### src/sv/bss_pkg.sv
// ----------------------------------------------------------------------------
// bss_pkg
// Widths, register indexes, reset values and shared types of the batch
// sample statistics block.
// ----------------------------------------------------------------------------
package bss_pkg;

   localparam int SAMPLE_W        = 16;
   localparam int CNT_W           = 5;
   localparam int SUM_W           = SAMPLE_W + CNT_W;
   localparam int DIV_STEPS       = SAMPLE_W / 2;
   localparam int DIV_CNT_W       = $clog2(DIV_STEPS);
   localparam int STORE_DEPTH_DEF = 16;
   localparam int CSR_IDX_W       = 2;
   localparam int CSR_DATA_W      = 16;

   localparam logic [CSR_IDX_W-1:0] CSR_ACCEPT_LOW  = 2'd0;
   localparam logic [CSR_IDX_W-1:0] CSR_ACCEPT_HIGH = 2'd1;
   localparam logic [CSR_IDX_W-1:0] CSR_BATCH_LEN   = 2'd2;

   localparam logic [SAMPLE_W-1:0] ACCEPT_LOW_RST  = 16'h0000;
   localparam logic [SAMPLE_W-1:0] ACCEPT_HIGH_RST = 16'hFFFF;
   localparam logic [CNT_W-1:0]    BATCH_LEN_RST   = 5'd5;

   typedef enum logic [2:0] {
      ST_IDLE,
      ST_LOAD,
      ST_SCAN,
      ST_DIV_MEAN,
      ST_DIV_TRIM,
      ST_DONE
   } state_type;

   typedef struct packed {
      logic insert;
      logic load;
      logic shift;
      logic occupied;
      logic tail;
   } cell_ctl_type;

endpackage

### src/sv/bss_cell.sv
// ----------------------------------------------------------------------------
// bss_cell
// One slot of the sorted sample row plus one stage of the readout chain.
// ----------------------------------------------------------------------------
module bss_cell (
   input  logic                         clock,
   input  bss_pkg::cell_ctl_type        ctl,
   input  logic [bss_pkg::SAMPLE_W-1:0] sample_in,
   input  logic                         prev_gt,
   input  logic [bss_pkg::SAMPLE_W-1:0] prev_value,
   input  logic [bss_pkg::SAMPLE_W-1:0] next_read,
   output logic                         gt,
   output logic [bss_pkg::SAMPLE_W-1:0] value,
   output logic [bss_pkg::SAMPLE_W-1:0] read_value
);
   import bss_pkg::*;

   logic [SAMPLE_W-1:0] store_ff, store_in;
   logic [SAMPLE_W-1:0] read_ff, read_in;

   assign gt         = ctl.occupied && (store_ff > sample_in);
   assign value      = store_ff;
   assign read_value = read_ff;

   always_comb begin
      store_in = store_ff;
      if (ctl.insert && (ctl.occupied || ctl.tail)) begin
         if (prev_gt) begin
            store_in = prev_value;
         end else if (gt || ctl.tail) begin
            store_in = sample_in;
         end
      end
      read_in = read_ff;
      if (ctl.load) begin
         read_in = store_ff;
      end else if (ctl.shift) begin
         read_in = next_read;
      end
   end

   always_ff @(posedge clock) begin
      store_ff <= store_in;
      read_ff  <= read_in;
   end

endmodule

### src/sv/bss_divider.sv
// ----------------------------------------------------------------------------
// bss_divider
// Restoring divider, two quotient bits per cycle. The quotient must fit
// SAMPLE_W bits, so the dividend's top CNT_W bits lie below the divisor.
// ----------------------------------------------------------------------------
module bss_divider (
   input  logic                         clock,
   input  logic                         reset,
   input  logic                         start,
   input  logic [bss_pkg::SUM_W-1:0]    dividend,
   input  logic [bss_pkg::CNT_W-1:0]    divisor,
   output logic                         done,
   output logic [bss_pkg::SAMPLE_W-1:0] quotient
);
   import bss_pkg::*;

   logic [CNT_W-1:0]     rem_ff, rem_in;
   logic [CNT_W-1:0]     dsr_ff, dsr_in;
   logic [SAMPLE_W-1:0]  quo_ff, quo_in;
   logic [DIV_CNT_W-1:0] step_ff, step_in;
   logic                 busy_ff, busy_in;
   logic                 done_ff, done_in;
   logic [CNT_W:0]       first, second;

   function automatic logic [CNT_W:0] div_bit(input logic [CNT_W-1:0] rem,
                                               input logic b,
                                               input logic [CNT_W-1:0] d);
      logic [CNT_W:0] t;
      logic [CNT_W:0] r;
      t = {rem, b};
      r = t - {1'b0, d};
      if (t >= {1'b0, d}) begin
         div_bit = {1'b1, r[CNT_W-1:0]};
      end else begin
         div_bit = {1'b0, t[CNT_W-1:0]};
      end
   endfunction

   assign first    = div_bit(rem_ff, quo_ff[SAMPLE_W-1], dsr_ff);
   assign second   = div_bit(first[CNT_W-1:0], quo_ff[SAMPLE_W-2], dsr_ff);
   assign done     = done_ff;
   assign quotient = quo_ff;

   always_comb begin
      rem_in  = rem_ff;
      dsr_in  = dsr_ff;
      quo_in  = quo_ff;
      step_in = step_ff;
      busy_in = busy_ff;
      done_in = 1'b0;
      if (start) begin
         rem_in  = dividend[SUM_W-1 -: CNT_W];
         quo_in  = dividend[SAMPLE_W-1:0];
         dsr_in  = divisor;
         step_in = '0;
         busy_in = 1'b1;
      end else if (busy_ff) begin
         rem_in  = second[CNT_W-1:0];
         quo_in  = {quo_ff[SAMPLE_W-3:0], first[CNT_W], second[CNT_W]};
         step_in = step_ff + 1'b1;
         if (step_ff == DIV_CNT_W'(DIV_STEPS - 1)) begin
            busy_in = 1'b0;
            done_in = 1'b1;
         end
      end
   end

   always_ff @(posedge clock) begin
      if (reset) begin
         busy_ff <= 1'b0;
         done_ff <= 1'b0;
         step_ff <= '0;
      end else begin
         busy_ff <= busy_in;
         done_ff <= done_in;
         step_ff <= step_in;
      end
      rem_ff <= rem_in;
      dsr_ff <= dsr_in;
      quo_ff <= quo_in;
   end

endmodule

### src/sv/batch_sample_statistics.sv
// ----------------------------------------------------------------------------
// batch_sample_statistics
// Sorted sample batch with median, mean, trimmed mean, minimum and maximum.
// ----------------------------------------------------------------------------
// Usage:
//   req_valid/req_stall carry one 16-bit sample per transaction; a sample
//   inside [accept_low, accept_high] is inserted into the sorted batch, and
//   a full batch restarts with it. rsp_valid/rsp_stall return one result per
//   transaction describing the batch after that sample.
//   csr_write/csr_index/csr_wdata set the window and batch length; write
//   only while no transaction is in flight.
//   A sample is inserted into the row of cells as it is accepted. The row
//   is then read out through its shift chain, one cell a cycle, and one
//   shared two-bit per cycle divider computes the mean and, with three or
//   more samples, the trimmed mean; an empty batch skips both. The result
//   goes into the output register, after which the block is idle and
//   takes the next sample. The output register holds a result while the
//   next sample is taken; if rsp_stall is still high when the next result
//   is ready, the block waits and holds req_stall high.
//   Reset restores the register defaults and empties the batch.
// ----------------------------------------------------------------------------
module batch_sample_statistics #(
   parameter int STORE_DEPTH = bss_pkg::STORE_DEPTH_DEF
) (
   input  logic                           clock,
   input  logic                           reset,
   input  logic                           req_valid,
   output logic                           req_stall,
   input  logic [bss_pkg::SAMPLE_W-1:0]   req_sample,
   output logic                           rsp_valid,
   input  logic                           rsp_stall,
   output logic                           rsp_accepted,
   output logic                           rsp_wants_more,
   output logic [bss_pkg::CNT_W-1:0]      rsp_count,
   output logic [bss_pkg::SAMPLE_W-1:0]   rsp_median,
   output logic [bss_pkg::SAMPLE_W-1:0]   rsp_mean,
   output logic [bss_pkg::SAMPLE_W-1:0]   rsp_trimmed_mean,
   output logic [bss_pkg::SAMPLE_W-1:0]   rsp_minimum,
   output logic [bss_pkg::SAMPLE_W-1:0]   rsp_maximum,
   input  logic                           csr_write,
   input  logic [bss_pkg::CSR_IDX_W-1:0]  csr_index,
   input  logic [bss_pkg::CSR_DATA_W-1:0] csr_wdata
);
   import bss_pkg::*;

   state_type state_ff, state_in;

   logic [SAMPLE_W-1:0] low_ff, high_ff;
   logic [CNT_W-1:0]    blen_ff;
   logic [CNT_W-1:0]    count_ff, count_in;
   logic [SUM_W-1:0]    sum_ff, sum_in;
   logic [CNT_W-1:0]    idx_ff, idx_in;
   logic                acc_ff, acc_in;
   logic                more_ff, more_in;
   logic [SAMPLE_W-1:0] min_ff, min_in, med_ff, med_in, max_ff, max_in;
   logic [SAMPLE_W-1:0] mean_ff, mean_in, tmean_ff, tmean_in;

   logic                rsp_valid_ff, rsp_valid_in;
   logic                rsp_acc_ff, rsp_more_ff;
   logic [CNT_W-1:0]    rsp_count_ff;
   logic [SAMPLE_W-1:0] rsp_med_ff, rsp_mean_ff, rsp_tmean_ff, rsp_min_ff, rsp_max_ff;
   logic                out_load;

   logic                req_accept, in_window, do_insert;
   logic [CNT_W-1:0]    len_raw, len, count_eff, count_next;
   logic [CNT_W-1:0]    last_idx, mid_idx;
   logic [SAMPLE_W-1:0] head;
   logic                cell_load, cell_shift;

   logic                div_start, div_done;
   logic [SUM_W-1:0]    div_dividend;
   logic [CNT_W-1:0]    div_divisor;
   logic [SAMPLE_W-1:0] div_quotient;

   logic                gt_w   [STORE_DEPTH];
   logic [SAMPLE_W-1:0] val_w  [STORE_DEPTH];
   logic [SAMPLE_W-1:0] rd_w   [STORE_DEPTH];

   assign req_stall  = (state_ff != ST_IDLE);
   assign req_accept = req_valid && !req_stall;

   assign len_raw   = (blen_ff == '0) ? CNT_W'(1) : blen_ff;
   assign len       = (int'(len_raw) > STORE_DEPTH) ? CNT_W'(STORE_DEPTH) : len_raw;
   assign count_eff = (count_ff >= len) ? '0 : count_ff;
   assign in_window = (req_sample >= low_ff) && (req_sample <= high_ff);
   assign do_insert = req_accept && in_window;
   assign count_next = count_eff + 1'b1;

   assign last_idx = count_ff - 1'b1;
   assign mid_idx  = last_idx >> 1;
   assign head     = rd_w[0];

   for (genvar i = 0; i < STORE_DEPTH; i++) begin : g_cell
      cell_ctl_type        ctl;
      logic                prev_gt;
      logic [SAMPLE_W-1:0] prev_value, next_read;

      assign ctl = {do_insert, cell_load, cell_shift,
                    (int'(count_eff) > i), (int'(count_eff) == i)};

      if (i == 0) begin : g_head
         assign prev_gt    = 1'b0;
         assign prev_value = '0;
      end else begin : g_body
         assign prev_gt    = gt_w[i-1];
         assign prev_value = val_w[i-1];
      end

      if (i == STORE_DEPTH - 1) begin : g_end
         assign next_read = '0;
      end else begin : g_link
         assign next_read = rd_w[i+1];
      end

      bss_cell u_cell (
         .clock      (clock),
         .ctl        (ctl),
         .sample_in  (req_sample),
         .prev_gt    (prev_gt),
         .prev_value (prev_value),
         .next_read  (next_read),
         .gt         (gt_w[i]),
         .value      (val_w[i]),
         .read_value (rd_w[i])
      );
   end

   bss_divider u_divider (
      .clock    (clock),
      .reset    (reset),
      .start    (div_start),
      .dividend (div_dividend),
      .divisor  (div_divisor),
      .done     (div_done),
      .quotient (div_quotient)
   );

   always_comb begin
      state_in     = state_ff;
      count_in     = count_ff;
      sum_in       = sum_ff;
      idx_in       = idx_ff;
      acc_in       = acc_ff;
      more_in      = more_ff;
      min_in       = min_ff;
      med_in       = med_ff;
      max_in       = max_ff;
      mean_in      = mean_ff;
      tmean_in     = tmean_ff;
      cell_load    = 1'b0;
      cell_shift   = 1'b0;
      div_start    = 1'b0;
      div_dividend = sum_ff + SUM_W'(count_ff >> 1);
      div_divisor  = count_ff;
      out_load     = 1'b0;

      case (state_ff)
         ST_IDLE: begin
            if (req_accept) begin
               acc_in   = in_window;
               more_in  = in_window ? (count_next < len) : 1'b1;
               min_in   = '0;
               med_in   = '0;
               max_in   = '0;
               mean_in  = '0;
               tmean_in = '0;
               if (in_window) begin
                  count_in = count_next;
                  sum_in   = ((count_ff >= len) ? '0 : sum_ff) + SUM_W'(req_sample);
               end
               state_in = ST_LOAD;
            end
         end
         ST_LOAD: begin
            cell_load = 1'b1;
            idx_in    = '0;
            state_in  = (count_ff == '0) ? ST_DONE : ST_SCAN;
         end
         ST_SCAN: begin
            cell_shift = 1'b1;
            idx_in     = idx_ff + 1'b1;
            if (idx_ff == '0) begin
               min_in = head;
            end
            if (idx_ff == mid_idx) begin
               med_in = head;
            end
            if (idx_ff == last_idx) begin
               max_in    = head;
               div_start = 1'b1;
               state_in  = ST_DIV_MEAN;
            end
         end
         ST_DIV_MEAN: begin
            if (div_done) begin
               mean_in = div_quotient;
               if (count_ff >= CNT_W'(3)) begin
                  div_start    = 1'b1;
                  div_dividend = sum_ff - SUM_W'(min_ff) - SUM_W'(max_ff)
                                 + SUM_W'((count_ff - CNT_W'(2)) >> 1);
                  div_divisor  = count_ff - CNT_W'(2);
                  state_in     = ST_DIV_TRIM;
               end else begin
                  state_in = ST_DONE;
               end
            end
         end
         ST_DIV_TRIM: begin
            if (div_done) begin
               tmean_in = div_quotient;
               state_in = ST_DONE;
            end
         end
         ST_DONE: begin
            if (!rsp_valid_ff || !rsp_stall) begin
               out_load = 1'b1;
               state_in = ST_IDLE;
            end
         end
         default: begin
            state_in = ST_IDLE;
         end
      endcase

      rsp_valid_in = out_load || (rsp_valid_ff && rsp_stall);
   end

   always_ff @(posedge clock) begin
      if (reset) begin
         state_ff     <= ST_IDLE;
         count_ff     <= '0;
         sum_ff       <= '0;
         rsp_valid_ff <= 1'b0;
         low_ff       <= ACCEPT_LOW_RST;
         high_ff      <= ACCEPT_HIGH_RST;
         blen_ff      <= BATCH_LEN_RST;
      end else begin
         state_ff     <= state_in;
         count_ff     <= count_in;
         sum_ff       <= sum_in;
         rsp_valid_ff <= rsp_valid_in;
         if (csr_write) begin
            case (csr_index)
               CSR_ACCEPT_LOW:  low_ff  <= csr_wdata[SAMPLE_W-1:0];
               CSR_ACCEPT_HIGH: high_ff <= csr_wdata[SAMPLE_W-1:0];
               CSR_BATCH_LEN:   blen_ff <= csr_wdata[CNT_W-1:0];
               default: ;
            endcase
         end
      end
   end

   always_ff @(posedge clock) begin
      idx_ff   <= idx_in;
      acc_ff   <= acc_in;
      more_ff  <= more_in;
      min_ff   <= min_in;
      med_ff   <= med_in;
      max_ff   <= max_in;
      mean_ff  <= mean_in;
      tmean_ff <= tmean_in;
      if (out_load) begin
         rsp_acc_ff   <= acc_ff;
         rsp_more_ff  <= more_ff;
         rsp_count_ff <= count_ff;
         rsp_med_ff   <= med_ff;
         rsp_mean_ff  <= mean_ff;
         rsp_tmean_ff <= tmean_ff;
         rsp_min_ff   <= min_ff;
         rsp_max_ff   <= max_ff;
      end
   end

   assign rsp_valid        = rsp_valid_ff;
   assign rsp_accepted     = rsp_acc_ff;
   assign rsp_wants_more   = rsp_more_ff;
   assign rsp_count        = rsp_count_ff;
   assign rsp_median       = rsp_med_ff;
   assign rsp_mean         = rsp_mean_ff;
   assign rsp_trimmed_mean = rsp_tmean_ff;
   assign rsp_minimum      = rsp_min_ff;
   assign rsp_maximum      = rsp_max_ff;

endmodule

### config.mk
export PLATFORM = sky130hd
export DESIGN_NAME = batch_sample_statistics
export DESIGN_NICKNAME = d
export VERILOG_FILES = /design/src/sv/bss_pkg.sv /design/src/sv/bss_cell.sv /design/src/sv/bss_divider.sv /design/src/sv/batch_sample_statistics.sv
export SDC_FILE = /design/constraint.sdc
export NUM_CORES = 2
export LEC_CHECK = 0
export ABC_AREA = 1
export CAP_MARGIN = 5
export CORE_UTILIZATION = 25
export CTS_CLUSTER_SIZE = 40
export DETAILED_ROUTE_END_ITERATION = 10
export DONT_BUFFER_PORTS = 1
export MAX_ROUTING_LAYER = met4
export PLACE_DENSITY = 0.48
export SLEW_MARGIN = 20
export SYNTH_ARGS = -nofsm -noshare
export SYNTH_HDL_FRONTEND = slang
export SYNTH_HIERARCHICAL = 1
export SYNTH_SLANG_ARGS = --single-unit
### constraint.sdc
create_clock -name clock -period 4.8 [get_ports clock]
set_input_delay 0.48 -clock clock [delete_from_list [all_inputs] [get_ports clock]]
set_output_delay 0.48 -clock clock [all_outputs]
set_load 0.1 [all_outputs]
==> metrics.cfg <==
[power]
pwr_density_cell_nw_per_um2 = 614.4
switchingPower_uw = 12590
clkPwrFrac = 0.252
fin_total_pwr_uw = 31220
power.static_leakage_uw = 0.02165
peakVddDrop_v = 0.0006460
pwr-share-seq = 0.373
p_sw_frac = 0.4032
internal_power_uw = 18630
comb_power_share = 0.375

[global_routing]
grt_pass1_wl_um = 204300
grt_util_all_layers = 0.1552
grt.overflow.total = 0
first_global_vias = 32020
antenna_found_initial = 5
grt_max_degree = 101

[routing]
drt-total-wl_um = 135900
wl_per_cell_um = 18.50
drcViolationCount = 0
ant_nets = 0
drt-vias-per-instance = 4.431
first_pass_iters = 5
route.vias.total = 32540
drtIter0Drc = 2574

[clocking]
clk_pin_slew_ns = 0.06
insertion_delay_ns = 0.73
cts_made_buffers = 94
clockBufferDepth = 3
root_buffer = clkbuf_16
clock_sinks = 784
tritoncts = yes
post_cts_resized = 0
hold_buffers = 34
cts_setup_buffers = 0
cts_max_level = 3

[hold_path]
min_path_type = in -> reg
whs_path_depth = 2

[logic_synthesis]
syn_area_um2 = 44150
syn_inst = 4848
avgSynthCellArea_um2 = 9.106
yosysWarningCount = 6

[final_layout]
drive_gt1_frac = 0.08073
multi_input_area_um2 = 18460
most-common-layout-cells = nand2_1 (1,609), edfxtp_1 (712), inv_1 (580), ha_1 (365), o21ai_0 (350)
fill_cells = 18410
syn_to_final_growth_pct = 15.11
final_util = 0.2911
final_common_cell = nand2_1
nNetsFinal = 5380
seq_area_um2 = 22820

[place]
hpwl_um = 95090
portBuffers = 0
place.gp.congestion = 0.8763

[timing]
report.final.setup_viol = 0
max_freq_mhz = 227.6
hold_viol_final = 0
fin_crit_sh = 0.9153
period_minus_slack_ns = 4.393
slew_viol_final = 0
tns_ns = 0
fin_skew_ns = 0.04140
slew_headroom = 0.2445
worst_hold_slack_ns = 0.04364
rsz0062_at_grt = false
timing_worst_slew_pin_value_ns = 1.136

[flow_run]
cap_violations = 0

[worst_setup_path]
critPathCaptureType = register
critPathKind = reg -> reg
required_ns = 5.13
startpoint_type = register
cp.arrival_ns = 4.72
reg2regPathDepth = 18
cp_max_fo = 16

[floorplanning]
initial_core_util = 0.2529
core.rowCount = 153
die-area_um2 = 178300
die_h_um = 422.2
fp.dieW_um = 422.2
core_um2 = 174600
io_pins = 128

[status]
outcome = finished, final reports clean

-- critical path, stage by stage (launching register included) --
cell      delay [ns]
dfxtp_1         0.33
nor2_1          0.10
nand3_1         0.08
nand2_1         0.11
nand2_1         0.11
ha_1            0.29
nand2_1         0.12
inv_2           0.03
nand2_1         0.09
nand2_1         0.07
nor2_2          0.27
nand2_1         0.21
ha_1            0.26
inv_1           0.13
nor2_1          0.13
a211oi_1        0.58
o21a_1          0.22
nand2_2         0.07
a21oi_2         0.79
-- power by group through the flow --
| stage | Clock, uW | Sequential, uW | Combinational (uW) |
|---|---|---|---|
| after floorplan | 0 | 11400 | 8280 |
| after global placement | 0 | 11800 | 11600 |
| after detailed placement | 0 | 11800 | 11600 |
| after CTS | 8080 | 11700 | 11800 |
| after global routing | 8310 | 11800 | 13300 |
| final | 7860 | 11600 | 11700 |
-- per-stage QoR --
| step | cells | area [um^2] | setup WS, ns |
|---|---|---|---|
| 4_1_cts | 7341 | 50790 | 0.4235 |
| 6_report | 7343 | 50820 | 0.4066 |
| 3_3_place_gp | 7133 | 47080 | 0.5260 |
| 2_1_floorplan | 4884 | 44290 | 1.125 |
| 3_5_place_dp | 7133 | 47080 | 0.4486 |
| 5_1_grt | 7342 | 50820 | 0.1811 |
-- per-layer routing --
layer,part of all wire,GRT usage,vias up
met5,0,-,-
met4,0.022,0.03521,0
met3,0.051,0.02545,170
met2,0.45,0.2382,747
met1,0.48,0.2134,15480
li1,-,-,16150
-- final cells by class --
class | instances | share of cell area
multi-input cells | 3325 | 0.3632
diodes | 1 | 0.00004924
clock inverters | 65 | 0.01866
inverters | 642 | 0.04745
flip-flops and latches | 784 | 0.4491
clock buffers | 109 | 0.04759
well taps | 2325 | 0.05724
repair buffers | 92 | 0.01669
-- worst paths after layout --
| path | from | endpoint | slack (ns) |
|---|---|---|---|
| min reg2reg | tmean_ff[10] | rsp_trimmed_mean[10] | 0.40 |
| max reg2reg | blen_ff[2] | g_cell[13].u_cell/value[10] | 0.41 |
| max | blen_ff[2] | g_cell[13].u_cell/value[10] | 0.41 |
| min | req_sample[7] | g_cell[5].u_cell/value[7] | 0.04 |
Power figures use the tool's default switching activity.
